==> config.mk <==
export PLATFORM = sky130hd
export DESIGN_NAME = flight_log_field_encoder_flat
export DESIGN_NICKNAME = d
export VERILOG_FILES = /design/src/fle_pkg.sv /design/src/fle_stream_if.sv /design/src/flight_log_field_encoder.sv /design/src/fle_class.sv /design/src/fle_byte_unit.sv /design/src/flat_wrapper.sv
export VERILOG_INCLUDE_DIRS = /design/src /design/src/src
export SDC_FILE = /design/constraint.sdc
export NUM_CORES = 1
export LEC_CHECK = 0
export BUFFER_PORTS_ARGS = -buffer_cell sky130_fd_sc_hd__buf_4
export CORE_MARGIN = 5
export CORE_UTILIZATION = 60
export DETAILED_ROUTE_END_ITERATION = 6
export PLACE_DENSITY = 0.84
export SLEW_MARGIN = 20
export SYNTH_ARGS = -nofsm -noshare
export SYNTH_HDL_FRONTEND = slang
export SYNTH_HIERARCHICAL = 1
export SYNTH_SLANG_ARGS = --single-unit
==> constraint.sdc <==
create_clock -name clk -period 12.85 [get_ports clk]
set_input_delay 1.9275 -clock clk [delete_from_list [all_inputs] [get_ports clk]]
set_output_delay 1.9275 -clock clk [all_outputs]
set_load 0.02 [all_outputs]
==> src/flight_log_field_encoder_defines.svh <==
// Assertion macros for the flight log field encoder.
// Used by the top level only; no other dependencies.
`ifndef FLIGHT_LOG_FIELD_ENCODER_DEFINES_SVH
`define FLIGHT_LOG_FIELD_ENCODER_DEFINES_SVH
// Implication checked on every clock edge outside reset.
`define FLE_ASSERT_IMPL(label, ante, cons, msg) \
    label: assert property (@(posedge clk) disable iff (!rst_n) (ante) |-> (cons)) \
        else $error(msg);
// Next-cycle implication checked outside reset.
`define FLE_ASSERT_NEXT(label, ante, cons, msg) \
    label: assert property (@(posedge clk) disable iff (!rst_n) (ante) |=> (cons)) \
        else $error(msg);
`endif

==> src/fle_pkg.sv <==
// Shared types and codes for the flight log field encoder.
// No dependencies.
`default_nettype none
package fle_pkg;
    typedef enum logic [2:0] {
        OP_UVARINT = 3'd0,
        OP_SVARINT = 3'd1,
        OP_S16     = 3'd2,
        OP_U32     = 3'd3,
        OP_TAG2X3  = 3'd4,
        OP_TAG8X4  = 3'd5,
        OP_BITMAP  = 3'd6,
        OP_NONE    = 3'd7
    } op_t;

    // Source kinds of a byte that the sequencer asks the datapath to produce.
    typedef enum logic [2:0] {
        BK_VARINT = 3'd0,  // next varint group of the working word
        BK_SHIFT  = 3'd1,  // low byte of working word, then shift right 8
        BK_CONST  = 3'd2,  // literal byte from the sequencer
        BK_NIBBLE = 3'd3   // nibble-stream byte
    } bkind_t;

    typedef struct packed {
        logic [2:0]  operation;
        logic [31:0] value0;
        logic [31:0] value1;
        logic [31:0] value2;
        logic [31:0] value3;
        logic [31:0] value4;
        logic [31:0] value5;
        logic [31:0] value6;
        logic [31:0] value7;
        logic [3:0]  field_count;
    } req_t;

    typedef struct packed {
        logic [7:0] out_byte;
        logic       last_byte;
    } rsp_t;

    localparam int unsigned MAX_BYTES = 41;

    function automatic logic [31:0] zigzag(input logic [31:0] v);
        zigzag = {v[30:0], 1'b0} ^ {32{v[31]}};
    endfunction

    // Two's complement range test: value fits signed in (bits) bits.
    function automatic logic fits8(input logic [31:0] v);
        fits8 = (v[31:7] == '0) || (v[31:7] == '1);
    endfunction
    function automatic logic fits16(input logic [31:0] v);
        fits16 = (v[31:15] == '0) || (v[31:15] == '1);
    endfunction
    function automatic logic fits24(input logic [31:0] v);
        fits24 = (v[31:23] == '0) || (v[31:23] == '1);
    endfunction
    function automatic logic fits4(input logic [31:0] v);
        fits4 = (v[31:3] == '0) || (v[31:3] == '1);
    endfunction
    function automatic logic fits6(input logic [31:0] v);
        fits6 = (v[31:5] == '0) || (v[31:5] == '1);
    endfunction
    function automatic logic fits2(input logic [31:0] v);
        fits2 = (v[31:1] == '0) || (v[31:1] == '1);
    endfunction
endpackage
`default_nettype wire

==> src/fle_stream_if.sv <==
// Valid/ready channel carrying one payload of type T.
// Depends on nothing; payload types come from fle_pkg.
`default_nettype none
interface fle_stream_if #(parameter type T = logic) (input wire logic clk);
    logic valid;
    logic ready;
    T     data;
    modport source (output valid, output data, input ready);
    modport sink (input valid, input data, output ready);
endinterface
`default_nettype wire

==> src/flight_log_field_encoder.sv <==
// Flight log field encoder: takes one encode request and sends its log bytes,
// one transfer per byte, on the output channel, with last_byte on the final
// byte. The request is accepted in the idle state; S_HEAD then decodes it and
// presents the header byte where the mode has one. Each walked field is planned
// in S_LOAD, which loads the shared byte unit, and is then sent in S_EMIT one
// byte per step (one nibble per step in the four-field packing); an odd nibble
// count adds the S_PAD state, and S_DONE hands over the last byte. Output stalls
// hold the byte steps. The single shared byte unit serializes every field. The
// block takes no new request until the last byte of the current one has been
// transferred.
`default_nettype none
`include "flight_log_field_encoder_defines.svh"
module flight_log_field_encoder
    import fle_pkg::*;
(
    input  wire logic  clk,
    input  wire logic  rst_n,
    fle_stream_if.sink   req,
    fle_stream_if.source rsp
);
    typedef enum logic [5:0] {
        S_IDLE  = 6'b000001,
        S_HEAD  = 6'b000010,
        S_LOAD  = 6'b000100,
        S_EMIT  = 6'b001000,
        S_PAD   = 6'b010000,
        S_DONE  = 6'b100000
    } state_t;

    // Per-field plan: how the current field is sent
    typedef enum logic [2:0] {
        FM_VARINT = 3'd0,  // varint of working word
        FM_BYTES  = 3'd1,  // n little-endian bytes
        FM_NIB    = 3'd2,  // n nibbles into the nibble stream
        FM_SKIP   = 3'd3
    } fmode_t;

    state_t      state_reg, state_next;
    req_t        r_reg;
    logic [3:0]  idx_reg, idx_next;       // field index
    logic [3:0]  lf_reg, lf_next;         // index of the last field that sends bytes
    logic [2:0]  cnt_reg, cnt_next;       // units left in current field
    fmode_t      fm_reg, fm_next;
    logic        half_reg, half_next;     // nibble pending
    logic [3:0]  hold_reg, hold_next;
    logic [7:0]  ob_reg, ob_next;
    logic        ol_reg, ol_next;
    logic        ov_reg, ov_next;
    logic [3:0]  cnt8;
    logic [7:0]  bmh;
    logic [7:0]  c84m;
    logic [1:0]  bcur, ncur;
    logic        fin;

    logic [1:0]  tag2;
    logic [5:0]  c23;
    logic [7:0]  c84;
    logic        load, step, more;
    logic [31:0] load_word, word;
    bkind_t      kind;
    logic [7:0]  const_byte, ub;
    logic [31:0] fv;

    // Highest set bit of a field mask
    function automatic logic [3:0] top_index(input logic [7:0] m);
        top_index = 4'd0;
        for (int i = 0; i < 8; i++)
            if (m[i]) top_index = 4'(i);
    endfunction

    fle_class u_class (
        .v0(r_reg.value0), .v1(r_reg.value1), .v2(r_reg.value2), .v3(r_reg.value3),
        .tag2(tag2), .cls2x3(c23), .cls8x4(c84)
    );

    fle_byte_unit u_byte (
        .clk(clk), .load(load), .load_word(load_word), .step(step), .kind(kind),
        .const_byte(const_byte), .hold_nib(hold_reg), .byte_out(ub), .more(more),
        .word(word)
    );

    assign req.ready    = (state_reg == S_IDLE);
    assign rsp.valid    = ov_reg;
    assign rsp.data     = '{out_byte: ob_reg, last_byte: ol_reg};
    assign cnt8 = (r_reg.field_count > 4'd8) ? 4'd8 : r_reg.field_count;

    // Bitmap header: nonzero fields among the first cnt8
    assign bmh = {r_reg.value7 != '0, r_reg.value6 != '0, r_reg.value5 != '0,
                  r_reg.value4 != '0, r_reg.value3 != '0, r_reg.value2 != '0,
                  r_reg.value1 != '0, r_reg.value0 != '0} & ~(8'hFF << cnt8);

    // Four-field packing: fields that carry nibbles
    assign c84m = {4'd0, c84[7:6] != 2'd0, c84[5:4] != 2'd0, c84[3:2] != 2'd0,
                   c84[1:0] != 2'd0};

    // Field value mux by index
    always_comb
    begin
        case (idx_reg[2:0])
            3'd0:    fv = r_reg.value0;
            3'd1:    fv = r_reg.value1;
            3'd2:    fv = r_reg.value2;
            3'd3:    fv = r_reg.value3;
            3'd4:    fv = r_reg.value4;
            3'd5:    fv = r_reg.value5;
            3'd6:    fv = r_reg.value6;
            default: fv = r_reg.value7;
        endcase
    end

    // Size classes of the current field
    always_comb
    begin
        case (idx_reg[1:0])
            2'd0:    bcur = c23[1:0];
            2'd1:    bcur = c23[3:2];
            default: bcur = c23[5:4];
        endcase
        case (idx_reg[1:0])
            2'd0:    ncur = c84[1:0];
            2'd1:    ncur = c84[3:2];
            2'd2:    ncur = c84[5:4];
            default: ncur = c84[7:6];
        endcase
    end

    // Capture the request
    always_ff @(posedge clk)
    begin
        if (req.valid && req.ready)
            r_reg <= req.data;
    end

    // Sequencer
    always_comb
    begin
        state_next = state_reg;
        idx_next   = idx_reg;
        lf_next    = lf_reg;
        cnt_next   = cnt_reg;
        fm_next    = fm_reg;
        half_next  = half_reg;
        hold_next  = hold_reg;
        ob_next    = ob_reg;
        ol_next    = ol_reg;
        ov_next    = ov_reg;
        load       = 1'b0;
        load_word  = fv;
        step       = 1'b0;
        kind       = BK_CONST;
        const_byte = 8'h00;
        fin        = 1'b0;
        if (ov_reg && rsp.ready)
            ov_next = 1'b0;
        unique case (state_reg)
            S_IDLE:
            begin
                half_next = 1'b0;
                if (req.valid)
                    state_next = S_HEAD;
            end
            S_HEAD:
            begin
                // Emit header byte where the mode has one, else start field 0
                state_next = S_LOAD;
                idx_next   = '0;
                lf_next    = '0;
                case (op_t'(r_reg.operation))
                    OP_TAG2X3:
                    begin
                        ov_next = 1'b1;
                        ol_next = 1'b0;
                        lf_next = 4'd2;
                        unique case (tag2)
                            2'd0:
                            begin
                                ob_next = {2'b00, r_reg.value0[1:0], r_reg.value1[1:0],
                                           r_reg.value2[1:0]};
                                ol_next = 1'b1;
                                state_next = S_DONE;
                            end
                            2'd1:
                            begin
                                ob_next = {2'b01, 2'b00, r_reg.value0[3:0]};
                                idx_next = 4'd8;
                                lf_next = 4'd8;
                            end
                            2'd2:
                            begin
                                ob_next = {2'b10, r_reg.value0[5:0]};
                                idx_next = 4'd1;
                            end
                            default:
                            begin
                                ob_next = {2'b11, c23};
                            end
                        endcase
                    end
                    OP_TAG8X4:
                    begin
                        ob_next = c84;
                        ol_next = (c84 == 8'h00);
                        ov_next = 1'b1;
                        lf_next = top_index(c84m);
                        state_next = (c84 == 8'h00) ? S_DONE : S_LOAD;
                    end
                    OP_BITMAP:
                    begin
                        if (cnt8 == 4'd0)
                            state_next = S_IDLE;
                        else if (cnt8 != 4'd1)
                        begin
                            ob_next = bmh;
                            ol_next = (bmh == 8'h00);
                            ov_next = 1'b1;
                            lf_next = top_index(bmh);
                            state_next = (bmh == 8'h00) ? S_DONE : S_LOAD;
                        end
                    end
                    OP_NONE:  state_next = S_IDLE;
                    default: ;
                endcase
            end
            S_LOAD:
            begin
                // Plan the current field and load the byte unit
                load = 1'b1;
                fm_next = FM_SKIP;
                cnt_next = 3'd0;
                case (op_t'(r_reg.operation))
                    OP_UVARINT: fm_next = FM_VARINT;
                    OP_SVARINT:
                    begin
                        fm_next = FM_VARINT;
                        load_word = zigzag(fv);
                    end
                    OP_S16:
                    begin
                        fm_next = FM_BYTES;
                        cnt_next = 3'd2;
                    end
                    OP_U32:
                    begin
                        fm_next = FM_BYTES;
                        cnt_next = 3'd4;
                    end
                    OP_TAG2X3:
                    begin
                        fm_next = FM_BYTES;
                        if (idx_reg == 4'd8)
                        begin
                            // Second byte of the 4-bit packing: two nibbles
                            cnt_next = 3'd1;
                            load_word = {24'd0, r_reg.value1[3:0], r_reg.value2[3:0]};
                        end
                        else if (tag2 == 2'd2)
                            cnt_next = 3'd1;
                        else
                            cnt_next = {1'b0, bcur} + 3'd1;
                    end
                    OP_TAG8X4:
                    begin
                        // Left-align the nibbles of this field
                        case (ncur)
                            2'd1:
                            begin
                                fm_next = FM_NIB;
                                cnt_next = 3'd1;
                                load_word = {fv[3:0], 28'd0};
                            end
                            2'd2:
                            begin
                                fm_next = FM_NIB;
                                cnt_next = 3'd2;
                                load_word = {fv[7:0], 24'd0};
                            end
                            2'd3:
                            begin
                                fm_next = FM_NIB;
                                cnt_next = 3'd4;
                                load_word = {fv[15:0], 16'd0};
                            end
                            default: ;
                        endcase
                    end
                    OP_BITMAP:
                    begin
                        fm_next = (fv != '0 || cnt8 == 4'd1) ? FM_VARINT : FM_SKIP;
                        load_word = zigzag(fv);
                    end
                    default: ;
                endcase
                // Skip fields that send nothing
                if (fm_next != FM_SKIP)
                    state_next = S_EMIT;
                else if (idx_reg >= lf_reg)
                    state_next = S_DONE;
                else
                    idx_next = idx_reg + 4'd1;
            end
            S_EMIT:
            begin
                if (!ov_reg || rsp.ready)
                begin
                    ol_next = 1'b0;
                    unique case (fm_reg)
                        FM_VARINT:
                        begin
                            kind = BK_VARINT;
                            step = 1'b1;
                            ob_next = ub;
                            ov_next = 1'b1;
                            fin = !more;
                        end
                        FM_BYTES:
                        begin
                            kind = BK_SHIFT;
                            step = 1'b1;
                            ob_next = ub;
                            ov_next = 1'b1;
                            cnt_next = cnt_reg - 3'd1;
                            fin = (cnt_reg == 3'd1);
                        end
                        FM_NIB:
                        begin
                            kind = BK_NIBBLE;
                            step = 1'b1;
                            cnt_next = cnt_reg - 3'd1;
                            fin = (cnt_reg == 3'd1);
                            if (half_reg)
                            begin
                                ob_next = ub;
                                ov_next = 1'b1;
                                half_next = 1'b0;
                            end
                            else
                            begin
                                // Hold the top nibble for the next byte
                                hold_next = word[31:28];
                                half_next = 1'b1;
                            end
                        end
                        default: fin = 1'b1;
                    endcase
                    // Advance to the next field, or close the request
                    if (fin)
                    begin
                        if (idx_reg == lf_reg)
                        begin
                            if (half_next)
                                state_next = S_PAD;
                            else
                            begin
                                ol_next = 1'b1;
                                state_next = S_DONE;
                            end
                        end
                        else
                        begin
                            idx_next = idx_reg + 4'd1;
                            state_next = S_LOAD;
                        end
                    end
                end
            end
            S_PAD:
            begin
                // Close an odd nibble count with a zero nibble
                if (!ov_reg || rsp.ready)
                begin
                    ob_next = {hold_reg, 4'd0};
                    ov_next = 1'b1;
                    ol_next = 1'b1;
                    half_next = 1'b0;
                    state_next = S_DONE;
                end
            end
            S_DONE:
            begin
                if (!ov_reg || rsp.ready)
                    state_next = S_IDLE;
            end
            default: state_next = S_IDLE;
        endcase
    end

    always_ff @(posedge clk or negedge rst_n)
    begin
        if (!rst_n)
        begin
            state_reg <= S_IDLE;
            ov_reg    <= 1'b0;
            idx_reg   <= '0;
            lf_reg    <= '0;
            cnt_reg   <= '0;
            fm_reg    <= FM_SKIP;
            half_reg  <= 1'b0;
            hold_reg  <= '0;
            ob_reg    <= '0;
            ol_reg    <= 1'b0;
        end
        else
        begin
            state_reg <= state_next;
            ov_reg    <= ov_next;
            idx_reg   <= idx_next;
            lf_reg    <= lf_next;
            cnt_reg   <= cnt_next;
            fm_reg    <= fm_next;
            half_reg  <= half_next;
            hold_reg  <= hold_next;
            ob_reg    <= ob_next;
            ol_reg    <= ol_next;
        end
    end

    `FLE_ASSERT_IMPL(a_no_accept_busy, state_reg != S_IDLE, !req.ready, "accepted while busy")
    `FLE_ASSERT_NEXT(a_hold_stall, rsp.valid && !rsp.ready, rsp.valid && $stable(rsp.data),
        "output changed under stall")
    `FLE_ASSERT_IMPL(a_idle_empty, state_reg == S_IDLE, !rsp.valid, "byte pending in idle")
endmodule
`default_nettype wire

==> src/fle_class.sv <==
// Per-field size classes and header bytes for the tagged packings.
// Depends on fle_pkg.
`default_nettype none
module fle_class
    import fle_pkg::*;
(
    input  wire logic [31:0] v0,
    input  wire logic [31:0] v1,
    input  wire logic [31:0] v2,
    input  wire logic [31:0] v3,
    output logic [1:0]       tag2,
    output logic [5:0]       cls2x3,
    output logic [7:0]       cls8x4
);
    logic [1:0] t0, t1, t2;

    // Tag of the three-field packing: widest need wins
    function automatic logic [1:0] need(input logic [31:0] v);
        if (!fits6(v))      need = 2'd3;
        else if (!fits4(v)) need = 2'd2;
        else if (!fits2(v)) need = 2'd1;
        else                need = 2'd0;
    endfunction

    function automatic logic [1:0] bcls(input logic [31:0] v);
        if (fits8(v))       bcls = 2'd0;
        else if (fits16(v)) bcls = 2'd1;
        else if (fits24(v)) bcls = 2'd2;
        else                bcls = 2'd3;
    endfunction

    function automatic logic [1:0] ncls(input logic [31:0] v);
        if (v == '0)        ncls = 2'd0;
        else if (fits4(v))  ncls = 2'd1;
        else if (fits8(v))  ncls = 2'd2;
        else                ncls = 2'd3;
    endfunction

    always_comb
    begin
        t0 = need(v0);
        t1 = need(v1);
        t2 = need(v2);
        tag2 = t0;
        if (t1 > tag2) tag2 = t1;
        if (t2 > tag2) tag2 = t2;
        cls2x3 = {bcls(v2), bcls(v1), bcls(v0)};
        cls8x4 = {ncls(v3), ncls(v2), ncls(v1), ncls(v0)};
    end
endmodule
`default_nettype wire

==> src/fle_byte_unit.sv <==
// Shared byte unit: produces one output byte a cycle while stepped, from a working word.
// Depends on fle_pkg.
`default_nettype none
module fle_byte_unit
    import fle_pkg::*;
(
    input  wire logic        clk,
    input  wire logic        load,
    input  wire logic [31:0] load_word,
    input  wire logic        step,
    input  wire bkind_t      kind,
    input  wire logic [7:0]  const_byte,
    input  wire logic [3:0]  hold_nib,
    output logic [7:0]       byte_out,
    output logic             more,
    output logic [31:0]      word
);
    logic [31:0] word_reg, word_next;

    assign word = word_reg;
    // Varint continues while the remaining word exceeds 7 bits
    assign more = (word_reg[31:7] != '0);

    always_comb
    begin
        byte_out  = 8'h00;
        word_next = word_reg;
        case (kind)
            BK_VARINT:
            begin
                byte_out  = {more, word_reg[6:0]};
                word_next = {7'd0, word_reg[31:7]};
            end
            BK_SHIFT:
            begin
                byte_out  = word_reg[7:0];
                word_next = {8'd0, word_reg[31:8]};
            end
            BK_NIBBLE:
            begin
                // Held nibble on top, next nibble of the left-aligned word below
                byte_out  = {hold_nib, word_reg[31:28]};
                word_next = {word_reg[27:0], 4'd0};
            end
            default:
            begin
                byte_out = const_byte;
            end
        endcase
        if (load)
            word_next = load_word;
        else if (!step)
            word_next = word_reg;
    end

    always_ff @(posedge clk)
    begin
        word_reg <= word_next;
    end
endmodule
`default_nettype wire

==> src/flat_wrapper.sv <==
// flat-port wrapper written by rule: the top's interface ports become plain ports
module flight_log_field_encoder_flat import fle_pkg::*;
  (clk, rst_n, req_valid, req_data, req_ready, rsp_valid, rsp_data, rsp_ready);
  fle_stream_if #(.T(req_t)) req_i (.clk(clk));
  fle_stream_if #(.T(rsp_t)) rsp_i (.clk(clk));
  input  wire logic clk;
  input  wire logic rst_n;
  input wire logic [$bits(req_i.valid)-1:0] req_valid;
  input wire logic [$bits(req_i.data)-1:0] req_data;
  output wire logic [$bits(req_i.ready)-1:0] req_ready;
  output wire logic [$bits(rsp_i.valid)-1:0] rsp_valid;
  output wire logic [$bits(rsp_i.data)-1:0] rsp_data;
  input wire logic [$bits(rsp_i.ready)-1:0] rsp_ready;
  assign req_i.valid = req_valid;
  assign req_i.data = req_data;
  assign req_ready = req_i.ready;
  assign rsp_valid = rsp_i.valid;
  assign rsp_data = rsp_i.data;
  assign rsp_i.ready = rsp_ready;
  flight_log_field_encoder u_core (.clk(clk), .rst_n(rst_n), .req(req_i), .rsp(rsp_i));
endmodule
[After elaboration in Yosys (flattened, before gate mapping)]
Index checks and enable logic that the tools add are counted.
Word-level totals
  register bits after elaboration: 330
  input bits: 267
  logic and storage cells: 336
Operators by class
  add/subtract/negate cells: 3
  $lt $le $gt $ge: 4
  equal/unequal tests: 71
  shift operators: 1
  muxes and demuxes: 138
  bitwise operators: 4
  reductions and logical operators: 94
Operators by type and width (number)
  one-hot mux 32 bit (3 select lines): 3
  nonzero test 32 bit: 9
  one-hot mux 32 bit (7 select lines): 1
  logical NOT 32 bit: 4
  two-way mux 32 bit: 4
  equality test 29 bit, second input constant: 4
  logical NOT 29 bit: 4
  equality test 25 bit, second input constant: 4
  logical NOT 25 bit: 4
  one-hot mux 8 bit (3 select lines): 4
  equality test 31 bit, second input constant: 3
  logical NOT 31 bit: 3
  two-way mux 6 bit: 14
  equality test 27 bit, second input constant: 3
  logical NOT 27 bit: 3
  two-way mux 2 bit: 27
  equality test 17 bit, second input constant: 3
  logical NOT 17 bit: 3
  two-way mux 4 bit: 10
  two-way mux 8 bit: 5
  two-way mux 1 bit: 39
  one-hot mux 6 bit (6 select lines): 1
  two-way mux 3 bit: 11
  XOR 32 bit: 1
  61 further kinds: 148

[Longest topological paths before layout]
Gate-level depths: netlist of the first run.
  word-level depth: 15
  depth in mapped cells: 26

[By module]
Netlist of the first run, hierarchy kept.
Modules (own cells, without submodules)
  flight_log_field_encoder: times used 1, cells each 1150, area each 14253.7 um^2, sequential area each 8752.1 um^2
  fle_byte_unit: times used 1, cells each 237, area each 2098.3 um^2, sequential area each 960.9 um^2
  fle_class: times used 1, cells each 188, area each 1072.3 um^2, sequential area each 0.0 um^2

[Worst setup path before layout of the first run]
No wires, ideal clock.
  kind: input to register
  from: in req_valid
  to: reg u_core/r_reg[0] (netlist name) (enable)
  setup time: 0.656 ns
  arrival time: 7.869 ns
  data required time: 12.194 ns
  slack: 4.325 ns
  cell stages on the path: 1
  cells stage by stage: and2_1
Between the ends
  longest elaborated chain between the ends: 1
RTL lines
  from (decl): line flat_wrapper.sv:8  | input wire logic [$bits(req_i.valid)-1:0] req_valid;
  logical AND 1 bit: line flight_log_field_encoder.sv:130  | if (req.valid && req.ready)
  to (signal assigned): line flight_log_field_encoder.sv:131  | r_reg <= req.data;
  to (decl): line flight_log_field_encoder.sv:39  | req_t r_reg;
No other way between the ends.
A chain may end at the register's enable or synchronous reset.

[Final worst setup path of the first run]
  from: reg u_core/r_reg[243] (netlist name)
  to: reg u_core.ob_reg[0]
Between the ends
  longest elaborated chain between the ends: 13
  elaborated cells on any way between the ends: 38
  classes of those cells: order compare: 2; eq/ne: 7; mux: 15; bitwise: 1; reduce/logical: 13
RTL lines
  equality test 31 bit or logical NOT 31 bit (tied branches): line fle_pkg.sv:65  | fits2 = (v[31:1] == '0) || (v[31:1] == '1);
  logical OR 1 bit: line fle_pkg.sv:65
  two-way mux 1 bit: line fle_class.sv:21  | else if (!fits2(v)) need = 2'd1;
  two-way mux 2 bit: line fle_class.sv:20  | else if (!fits4(v)) need = 2'd2;
  two-way mux 2 bit *: line fle_class.sv:19  | if (!fits6(v)) need = 2'd3;
  > comparator 2 bit: line fle_class.sv:45  | if (t1 > tag2) tag2 = t1;
  two-way mux 2 bit *: line fle_class.sv:45
  > comparator 2 bit: line fle_class.sv:46  | if (t2 > tag2) tag2 = t2;
  two-way mux 2 bit *: line fle_class.sv:46
  net u_core.tag2[0]: line flight_log_field_encoder.sv:55  | logic [1:0] tag2;
  equality test 2 bit (tied with other cells): line flight_log_field_encoder.sv:174  | unique case (tag2)
  one-hot mux 8 bit (3 select lines) *: line flight_log_field_encoder.sv:174
  one-hot mux 8 bit (3 select lines) *: line flight_log_field_encoder.sv:168  | case (op_t'(r_reg.operation))
  one-hot mux 8 bit (3 select lines) *: line flight_log_field_encoder.sv:155  | unique case (state_reg)
  to (signal assigned): line flight_log_field_encoder.sv:412  | ob_reg <= ob_next;
  to (decl): line flight_log_field_encoder.sv:46  | logic [7:0] ob_reg, ob_next;
The timed path passes the listed nets; every way through them passes the cells marked *. The select of a mux whose other input is x is not followed.

==> results.md, run 1 <==
- The detailed router finished its first iteration with around 2,400 violations.
- After detailed placement, the total cell area comes to 19,800 um2.
- In this run the clock root is driven by a clkbuf_16.
- The first TritonRoute pass finished after 7 iterations.
- The DRC violation count after routing is 4.
- The routability-driven placement congestion ratio is 1.05.
- The number of antenna violations at the first check in global routing is 0.
- The total clock buffers created by CTS is 36.
- The average wire per standard cell is ~28 um.
- The startpoint of the worst hold path is u_core/lf_reg[3]$_DFFE_PN0P_.
- The via count of the first global-routing pass is around 15,000.
- The routed layout has 15,800 vias.
- Once detailed placement completed, the half-perimeter wirelength came to 48,500 um.
- In this run the register-to-register setup slack is 7.53 ns.
- Summing all flip-flop and latch instances after layout gives a little under 10,000 um2.
- No sink is reached through more buffers than the 3 on the longest clock path.
- The depth of the most critical reg-to-reg path is 19.
- The checks that failed: design-rule violations.
- The post-route netlist has 22.5% of its cells at a drive strength greater than 1.
- For the pin with the worst max-slew slack, the measured transition is 1.13 ns.
- The worst-case IR drop observed on VDD is 141 uV.
- Setup repair after global routing left no endpoint under its margin.
- The number of unique standard cell types used by synthesis is 84.
- The total power density per cell area is 213 nW/um2.
- The worst register-to-register path ends at u_core/ob_reg[0]$_DFFE_PN0P_.
- The register clock-pin slew on the reported worst setup and hold paths is roughly 0.060 ns.
- Summing every instance area after synthesis gives about 17,000 um2.
- The clock sink count is approximately 330.
- The flow ran to the end, but the final reports show violations.
- The total setup violations reported at the end of the flow is 0.
- In this run the remaining antenna-violating nets after routing total 0.
- The number of flops mapped to enable cells by yosys is about 300.
- Measured along the y axis, the die boundary spans around 180 um.
- The per-instance average area after synthesis is approximately 11 um2.
- The worst-case clock skew is 0.0171 ns.
- The count of max-cap constraint violations is 0.
- The final layout contains routed wiring with a total length of around 64,000 um.
- The routed via count divided by cell count is approximately 7.
- The most common flop cell mapped by yosys is edfxtp_1.
- The final net count is ~2,100.
- 0 antenna diodes ended up in the layout.
- The number of setup buffers added after CTS is 0.
- Sequential elements use between 50% and 60% of the synthesized area.
- Setup total negative slack on the finished layout was measured at 0 ns.
- The number of H-tree branching levels is 2.
- Counting every instance in the synthesized netlist gives between 1,500 and 2,000.
- The first global-routing pass estimated 92,300 um of wire.
- The clock tree from TritonCTS is built.
- The signal arrival time at the worst endpoint is about 5.7 ns.
- Of all flip-flops after synthesis, the portion carrying an async set or reset was 10.3%.
- After filler insertion, the fill cell instance count of the layout stands at around 2,000.
- The final-report max-slew violation count is 0.
- The number of buffers added on ports is around 280.
- In the global route stage, overall resource usage came out at a little under two fifths.
- The initial utilization of the core area, before any placement, comes to 60.7%.
- For this design the static power due to leakage is between 7 and 8 nW.
- The peak fanout along the critical path is 7.
- The worst setup path is captured at a flip-flop.
- The slowest stage of the critical path is the o311ai_1 cell.
- With fillers left out, the area of the finished cells amounts to 20,900 um2.
- The critical path in this run is classified as reg -> reg.
- In this run the standard cell core region covers 28,700 um2.
- The source of the worst register-to-register timing path is u_core/r_reg[243]$_DFFE_PP_.
- The number of primary I/O pins is 278.
- The worst pin sits at a relative slew slack of around a quarter.
- The area of the die is 32,500 um2.
- The achievable frequency is ~190 MHz.
- The type of origin of the critical path is a flip-flop.
- After layout, the minimum clock period comes to 5.32 ns.
- Hold repair after CTS inserted 0 buffers.
- Summing all multi-input logic gate instances after layout gives about 7000 um2.
- The floorplan has slightly above 60 rows.
- After clock tree synthesis, the repair step resized 0 gates.
- From synthesis to final layout, the design area changed by 19.9%.
- The pin count of the biggest net entering global routing is 89.
- The critical path goes through nor4_1 > nand4_1 > or3_1 > o31ai_1 > ha_1 > nor3_1 > a31oi_1 > o211ai_1 > o21ai_0 > ha_1 > a21oi_1 > o311ai_1 > nor2_1 > a222oi_1 > nor2_1 > a211oi_1 > nor2_1 > a21oi_1 > a21oi_1.
- The number of instances on the worst hold path is 2.
- Global routing finished with a remaining overflow of 0.
- The flip-flop count of the largest register after layout is 263.
- The width of the chip is between 150 and 200 um.
- The largest single stage delay on the critical path is about 0.70 ns.
- For the worst setup path, the data required time is ~13 ns.
- The number of warnings printed during yosys synthesis is 6.
- The flip-flop and latch count after synthesis is 329.
- The worst hold path terminates at u_core/lf_reg[3]$_DFFE_PN0P_.
- The worst hold path belongs to the class reg -> reg.
- Dividing the final minimum period by the clock period gives 41.4%.
- The tightest hold path in the finished design has a slack of around 0.51 ns.
- The count of final hold-check violations is 0.
- The insertion delay to the later sink of the worst-skew pair is 0.54 ns.
synthesized netlist by cell type (9+ instances only):
cell	instances	area share [%]
a222oi_1	14	0.80
a221oi_1	33	1.7
nor4_1	111	4.0
and3_1	10	0.36
a21oi_1	98	2.8
nand4_1	46	1.7
o21ai_0	83	2.4
mux2_2	38	2.5
buf_2	31	0.89
o221ai_1	9	0.45
nand3_1	38	1.1
nand2_1	146	3.1
nor2_1	118	2.5
edfxtp_1	295	51
mux2i_1	31	1.8
a221o_1	10	0.57
or3_1	9	0.32
dfrtp_1	31	4.5
xnor2_1	30	1.5
o21ai_1	33	0.95
a22oi_1	67	2.9
clkbuf_1	37	0.80
inv_1	35	0.75
nor3_1	24	0.69
o22ai_1	10	0.36
a31oi_1	13	0.47
ha_1	24	1.7
buf_6	10	0.65
logic make-up (layout without fill, tap and decap cells):
family / Yosys count / count (layout) / share of synthesized area, %
other: 1 / 18 / 0.0215
xor gates and xnor gates: 34 / 34 / 1.71
AOI/OAI and AO/OA: 434 / 434 / 16.7
muxes: 70 / 70 / 4.32
and+or+nand+nor: 561 / 561 / 16.4
adders and majority gates: 24 / 24 / 1.72
DFF: 329 / 329 / 55.7
buffers and inverters: 122 / 396 / 3.39
layer usage:
| metal | wire [um] | vias up | track usage, % |
|---|---|---|---|
| met1 | 22700 | 7403 | 48.4 |
| met3 | 7450 | 271 | 7.91 |
| met4 | 4910 | 0 | 22.1 |
| met2 | 28500 | 1313 | 57.9 |
| met5 | 0 | - | 0 |
| li1 | - | 6780 | - |
power breakdown:
| group | internal [W] | switching, W | leakage [nW] |
|---|---|---|---|
| sequential | 0.00153 | 0.000303 | 3.15 |
| clock | 0.000546 | 0.000429 | 0.535 |
| combinational | 0.000586 | 0.00105 | 3.97 |
final cells by class:
cell class              count  share of cell area [%]
well taps                 384                    2.30
inverters                  36                   0.647
clock inverters            21                   0.946
clock buffers              43                    4.44
flip-flops and latches    329                    46.5
multi-input cells        1141                    34.5
repair buffers            296                    10.6
critical path: cells and delay by family (launching register included):
kind / cells / cell delay, ns
compound gates: 10 / 2.09
simple gates: 7 / 1.96
fa+ha+maj: 2 / 0.67
flops: 1 / 0.46
stage by stage:
stage	instances	setup WS [ns]	total power (W)	utilization, %
floorplan	1592	4.33	0.00286	-
global placement	2186	7.79	0.00338	68.8
detailed placement	2186	7.71	0.00340	68.8
CTS	2250	7.66	0.00437	72.8
global route	2250	7.08	0.00459	72.8
finish	2250	7.53	0.00444	72.8
worst max-delay path by stage:
stage,start,endpoint
6_report,u_core/r_reg[243]$_DFFE_PP_,u_core/ob_reg[0]$_DFFE_PN0P_
5_1_grt,u_core/r_reg[256]$_DFFE_PP_,u_core/ob_reg[0]$_DFFE_PN0P_
3_3_place_gp,u_core/r_reg[212]$_DFFE_PP_,u_core/ob_reg[0]$_DFFE_PN0P_
3_5_place_dp,u_core/r_reg[256]$_DFFE_PP_,u_core/ob_reg[0]$_DFFE_PN0P_
4_1_cts,u_core/r_reg[256]$_DFFE_PP_,u_core/ob_reg[0]$_DFFE_PN0P_
2_1_floorplan,req_valid,u_core/r_reg[0]$_DFFE_PP_
cell usage in the layout, fill, tap and decap left out, types with 31 or more instances in the layout:
cell type	synthesis	layout
edfxtp_1	295	295
nor2_1	118	118
a221oi_1	33	33
nand4_1	46	46
clkbuf_16	0	36
inv_1	35	35
nand2_1	146	146
a22oi_1	67	67
buf_4	5	296
mux2i_1	31	31
nor4_1	111	110
mux2_2	38	38
o21ai_0	83	82
a21oi_1	98	97
o21ai_1	33	33
nand3_1	38	38
Note: power is estimated with default switching activity, not from simulation.
==> run 2, diff against run 1 <==
- CORE_UTILIZATION: 60 -> 57
- PLACE_DENSITY: 0.84 -> 0.8
- clock period: 12.85 -> 5.55 ns (I/O delays scaled with it)
==> results.md, run 2 (same netlist as run 1, synthesis figures left out) <==
- The initial DRC count is around 2,400.
- The power share of the clock group is about 22%.
- The overall die height is 185 um.
- After clock tree synthesis, the clock-pin slew on the worst setup and hold paths is ~0.060 ns.
- The min-delay analysis places its worst path in the category in -> async.
- The via count of the first global-routing pass is ~15,000.
- In this run the post-CTS setup repair buffer count came out at 0.
- Entering global routing, the biggest net connects 125 pins.
- The slowest stage of the critical path belongs to the cell or4_1.
- The setup path with the least slack is of type reg -> reg.
- Of the available clock period, the critical path in the final layout requires a little over 90%.
- The tree is rooted in a clkbuf_16.
- The maximum count of clock buffers along a single path is 3.
- Summed over all failing endpoints, the final setup total negative slack is 0 ns.
- Global routing finished with a remaining overflow of 0.
- The share of cells above drive strength 1 is between 20% and 30%.
- The final-report max-slew violation count was 0.
- The insertion delay to the later sink of the worst-skew pair is roughly 0.54 ns.
- The number of antenna violations at the first check in global routing is 2.
- For this run, the top clock speed supported by timing is 195 MHz.
- The number of antenna-violating nets in the routed design is 0.
- The total power density per cell area is a little under 500 nW/um2.
- The finished cells cover 21,000 um2.
- STA classifies the critical path startpoint as a flip-flop.
- The switching part of the total is roughly 40%.
- The required time at the endpoint of the critical path is 5.92 ns.
- Summing over every cut layer, the via total after detailed routing is between 15,000 and 20,000.
- In the global route stage, overall resource usage came out at a little under two fifths.
- The internal portion of the total power is roughly 0.0062 W.
- The first TritonRoute pass finished after 7 iterations.
- The number of primary I/O pins is 278.
- From synthesis to final layout, the design area changed by 20.5%.
- The clock tree from TritonCTS is built.
- The core box area is 30,300 um2.
- The completed layout was analyzed and its total power is 0.0104 W.
- The count of cells resized by post-cts repair is 0.
- In this run the worst path has a maximum fanout of 6.
- The combinational fraction of design power is a little under two fifths.
- The instance area at placement is between 15,000 and 20,000 um2.
- The flow ran to the end, but the final reports show violations.
- The cell that appears most often on the critical path is nor2_1.
- Measured in cells, the most critical reg-to-reg path has a length of 26.
- The area of the die is roughly 34,000 um2.
- The clock arrives with between 0.02 and 0.025 ns of skew.
- For this run, the post-layout net count is 2,140.
- The maximum vdd drop is about 370 uV.
- The part of the power in registers is between 40% and 50%.
- In the layout the commonest cells are buf_4 (304), edfxtp_1 (295), nand2_1 (146), nor2_1 (118), nor4_1 (111).
- The endpoint identified for the worst register-to-register timing path is u_core/ob_reg[0]$_DFFE_PN0P_.
- The DRC violation count after routing is 11.
- The total clock buffers created by CTS is 35.
- The source of the worst register-to-register timing path is u_core/r_reg[212]$_DFFE_PP_.
- The tool flagged a number of max-cap violations equal to 0.
- Buffers placed on the I/O ports in this run total about 280.
- The wire length of the first global-routing pass is about 97,000 um.
- The worst pin sits at a relative slew slack of 29.2%.
- The largest single stage delay on the critical path is 0.51 ns.
- The starting density of the core is 57.4%.
- For this design, the sink count on the clock tree is 329.
- The most critical setup path has its startpoint at u_core/r_reg[212]$_DFFE_PP_.
- The number of buffers added to fix hold violations after cts is 0.
- After legalization and detailed placement, the total HPWL measured just over 50,000 um.
- The final reports fail on design-rule violations.
- The pin slew with the least headroom to its limit is 1.06 ns.
- The most common cell after layout, fill and taps aside is buf_4.
- The kind of end point of the critical path is a flip-flop.
- The clock period minus worst slack is 5.12 ns.
- The number of H-tree branching levels is 2.
- Setup violations remaining at the end of the flow were counted as 0.
- After detailed placement, the design holds a cell count of between 2,000 and 2,500.
- The die is ~180 um wide.
- Dividing the detail-routed wire length by the instance count gives just under 30 um.
- The signal arrival time at the worst endpoint is between 5 and 6 ns.
- The flip-flop count of the largest register after layout is between 200 and 300.
- The aggregate routed wire length is approximately 67,000 um.
- The setup slack after placement is slightly below 0.6 ns.
- The number of rows in the core area is 64.
- The worst path setup slack after routing is ~0.43 ns.
- The routability-driven placement congestion ratio is approximately 1.1.
- The count of final hold-check violations is 0.
- After detailed routing, the number of vias per cell comes to between 6 and 7.
- The analysis attributes to net switching a power of around 0.0042 W.
- The static power due to leakage is around 7.7 nW.
- Setup repair after global routing left no endpoint under its margin.
- The final standard cell count with taps included and fillers excluded is roughly 2,300.
- The setup slack on the worst flop-to-flop path is around 0.43 ns.
## run 2: cell types whose count changed in the layout (fill, tap and decap cells not counted), moves of 2 or more
cell,before,now
buf_4,296,304
inv_6,0,2
clkinv_1,8,5
clkbuf_1,7,9
inv_4,2,0
buf_12,0,2
clkbuf_8,0,2
## run 2: cell type report
type,count,area [um2]
diodes,1,2.50
clock buffers,46,937
clock inverters,17,183
fillers,2180,9350
inverters,36,135
multi-input cells,1141,7210
flip-flops and latches,329,9710
well taps,396,495
repair buffers,306,2320
## run 2: per-layer routing
metal  global-route usage [%]  part of all wire (%)  vias to the layer above
met1                     47.9                    36                     7528
met5                    0.571                     0                        -
li1                         -                     -                     6773
met3                     7.99                    11                      252
met2                     62.5                    47                     1194
met4                     21.2                   7.0                        0
## run 2: worst max path at each step
| stage | to | slack (ns) |
|---|---|---|
| after CTS | u_core/ob_reg[0]$_DFFE_PN0P_ | 0.54 |
| after detailed placement | u_core/ob_reg[0]$_DFFE_PN0P_ | 0.58 |
| after global routing | u_core/ob_reg[0]$_DFFE_PN0P_ | 0.03 |
| after floorplan | u_core/state_reg[4]$_DFFE_PN0P_ | 1.17 |
| after global placement | u_core/ob_reg[0]$_DFFE_PN0P_ | 0.66 |
| final | u_core/ob_reg[0]$_DFFE_PN0P_ | 0.43 |
## run 2: power by group through the flow
stage               Clock (W)  Sequential [W]  Combinational (W)
finish                0.00230         0.00423            0.00390
global route          0.00241         0.00425            0.00412
CTS                   0.00232         0.00418            0.00377
detailed placement          0         0.00422            0.00375
global placement            0         0.00420            0.00371
floorplan                   0         0.00396            0.00251
## run 2: worst max-delay path: cells and delay by family (launching register included)
family          cells  cell delay, ns
compound gates     10            1.50
flops               1            0.40
simple gates       11            2.26
buf+inv             3            0.35
fa+ha+maj           2            0.44
## run 2: per-stage QoR
step,utilization (%),hold slack [ns]
after CTS,69.2,0.261
after detailed placement,65.5,0.481
final,69.2,0.265
after global placement,65.5,0.467
after floorplan,-,0.450
after global routing,69.2,0.287
==> run 3, diff against run 2 <==
- CORE_ASPECT_RATIO: unset -> 2
- PLACE_DENSITY: 0.8 -> unset
- PLACE_DENSITY_LB_ADDON: unset -> 0.1
==> results.md, run 3 (same netlist as run 1, synthesis figures left out) <==
- The clock period minus worst slack is just over 5 ns.
- From synthesis to final layout, the design area changed by 19.7%.
- Setup violations remaining at the end of the flow were counted as 0.
- The number of antenna-violating nets in the routed design is 0.
- The number of buffers added on ports is approximately 280.
- The number of rows in the core area is 90.
- The static power due to leakage is 7.65 nW.
- The critical path endpoint is u_core/ob_reg[0]$_DFFE_PN0P_.
- The core region is 30,200 um2.
- The ratio of final minimum period to clock period is 93.6%.
- The clock tree from TritonCTS is built.
- The number of buffers added to fix hold violations after cts is 0.
- 0 antenna diodes ended up in the layout.
- Gates resized during post-CTS repair numbered 0.
- The first-pass iteration count of the detailed router is 6.
- The flip-flop count of the largest register after layout is roughly 260.
- Detailed routing inserted a total of ~15,000 vias.
- The multi-input combinational cells in the finished layout cover a total of around 7000 um2.
- The count of final hold-check violations is 0.
- The most common cell after layout, fill and taps aside is buf_4.
- The setup total negative slack is 0 ns.
- The maximum count of clock buffers along a single path is 3.
- Along the worst path, the maximum fanout reaches 7.
- The total power density per cell area is 498 nW/um2.
- The root buffer selected by CTS is clkbuf_16.
- The routed via count divided by cell count is between 6 and 7.
- For this design the top-level I/O count stands at about 280.
- The initial DRC count is between 1,500 and 2,000.
- Setup repair after global routing left no endpoint under its margin.
- The worst setup path category is reg -> reg.
- The kind of end point of the critical path is a flip-flop.
- The wire length of the first global-routing pass is a little under 100,000 um.
- The highest cell delay on the worst timing path is ~0.63 ns.
- The combined flip-flop and latch cell area is 9710 um2.
- Data on the critical path is required at its endpoint by between 5 and 6 ns.
- The worst hold-check path type is in -> async.
- The share of cells above drive strength 1 is 22.8%.
- Entering global routing, the biggest net connects 105 pins.
- Measured on the finished design, the core utilization comes to 69.1%.
- Summed over all layers, the routed wires come to 69,400 um.
- The max-slew headroom at the worst pin is 20.3%.
- The run finished with clean final reports.
- The pin slew with the least headroom to its limit is roughly 1.2 ns.
- The via count of the first global-routing pass was roughly 16,000.
- The critical path crosses 20 cells after its start point.
- The critical path goes through nand3_1 > or3_1 > or3_1 > or4_1 > nand2_1 > ha_1 > nor3_1 > a31oi_1 > o211ai_1 > o21ai_0 > ha_1 > a21oi_1 > o311ai_1 > nor2_1 > a222oi_1 > nor2_1 > a211oi_1 > nor2_1 > a21oi_1 > a21oi_1.
- For this run, the top clock speed supported by timing is about 190 MHz.
- The final-report max-slew violation count was 0.
- Global routing used 39.7% of the available tracks.
- The capturing point of the worst reg2reg path is u_core/ob_reg[0]$_DFFE_PN0P_.
- The overall die height is approximately 260 um.
- The worst setup path startpoint is u_core/r_reg[211]$_DFFE_PP_.
- The insertion delay to the later sink of the worst-skew pair is approximately 0.59 ns.
- The setup check on the worst reg-to-reg path leaves a slack of 0.35 ns.
- The depth of the most critical reg-to-reg path is 20.
- After detailed routing, the average wire length per cell comes to slightly above 30 um.
- The clock sink count is 329.
- The tool flagged a number of max-cap violations equal to 0.
- After clock tree synthesis, the clock-pin slew on the worst setup and hold paths is 0.07 ns.
- The floorplan step defined a die boundary enclosing between 30,000 and 40,000 um2.
- TritonCTS created 28 clock buffers.
- The number of H-tree branching levels is 1.
- The worst setup path is launched from a flip-flop.
- The DRC violation count after routing is 0.
- Summed over all nets, the half-perimeter wirelength after detailed placement is 54,400 um.
- In the final design database the tool counted 2,132 nets.
- For this run the aggregate overflow at the end of global routing stands at 0.
- The fill cell total of the finished layout is ~2,200.
- For the final database, setup skew stands at 0.0229 ns.
- The starting density of the core is between 50 and 60%.
- The signal arrival time at the worst endpoint is 5.60 ns.
- Among cell families on the critical path, the largest total delay comes from simple AND/OR/NAND/NOR gates.
- The number of buffer and inverter stages on the critical path is 0.
- The number of setup buffers added after CTS is 0.
- The slowest stage cell on the critical path is o311ai_1.
- The startpoint identified for the worst register-to-register timing path is u_core/r_reg[211]$_DFFE_PP_.
- Leaving out fill and tap cells, the most frequent cells in the layout are buf_4 (302), edfxtp_1 (295), nand2_1 (146), nor2_1 (118), nor4_1 (110).
- The number of antenna violations at the first check in global routing came to 1.
- The worst-case IR drop observed on VDD is 357 uV.
- At the end of routability-driven placement, the weighted congestion stood at 1.06.
- The width of the chip is 134 um.
[run 3: per-stage QoR]
stage | cell area [um2] | instances | power [W] | hold slack (ns) | worst slack [ns]
after floorplan | 17500 | 1592 | 0.00647 | 0.450 | 1.17
after global placement | 19800 | 2178 | 0.00799 | 0.468 | 0.599
after detailed placement | 19800 | 2178 | 0.00806 | 0.494 | 0.452
after CTS | 20800 | 2230 | 0.0102 | 0.201 | 0.432
after global routing | 20900 | 2231 | 0.0107 | 0.226 | 0.0656
final | 20900 | 2231 | 0.0104 | 0.199 | 0.353
[run 3: layout make-up]
| cell class | instances | share of cell area, % |
|---|---|---|
| Inverter | 36 | 0.648 |
| Timing Repair Buffer | 305 | 11.1 |
| Tap cell | 368 | 2.21 |
| Clock buffer | 30 | 3.50 |
| Clock inverter | 22 | 1.36 |
| Sequential cell | 329 | 46.6 |
| Multi-Input combinational cell | 1141 | 34.6 |
[run 3: worst reg2reg max path: cells and delay by family, from the launching register on]
family                     cells  cell delay (ns)
and+or+nand+nor                9             2.18
AOI/OAI and AO/OA              9             1.85
adders and majority gates      2             0.56
DFF                            1             0.45
[run 3: how the worst min path moves through the flow]
stage / slack [ns] / to / start
after floorplan: 0.45 / u_core/lf_reg[3]$_DFFE_PN0P_ / u_core/lf_reg[3]$_DFFE_PN0P_
after CTS: 0.20 / u_core/state_reg[1]$_DFFE_PN0P_ / rst_n
after global placement: 0.47 / u_core/lf_reg[3]$_DFFE_PN0P_ / u_core/lf_reg[3]$_DFFE_PN0P_
after global routing: 0.23 / u_core/state_reg[1]$_DFFE_PN0P_ / rst_n
final: 0.20 / u_core/state_reg[1]$_DFFE_PN0P_ / rst_n
after detailed placement: 0.49 / u_core/lf_reg[3]$_DFFE_PN0P_ / u_core/lf_reg[3]$_DFFE_PN0P_
[run 3: layer usage]
| layer | up-vias | global-route usage [%] | wire (um) |
|---|---|---|---|
| li1 | 6752 | - | - |
| met1 | 7224 | 37.2 | 19800 |
| met2 | 1058 | 70.0 | 35500 |
| met3 | 356 | 6.12 | 4810 |
| met4 | 2 | 40.6 | 9270 |
| met5 | - | 0 | 7 |
[run 3: report_power, final]
| group | switching (W) | leakage, nW | internal, W |
|---|---|---|---|
| clock network | 0.000933 | 0.483 | 0.00124 |
| logic | 0.00257 | 4.02 | 0.00141 |
| registers | 0.000698 | 3.15 | 0.00352 |
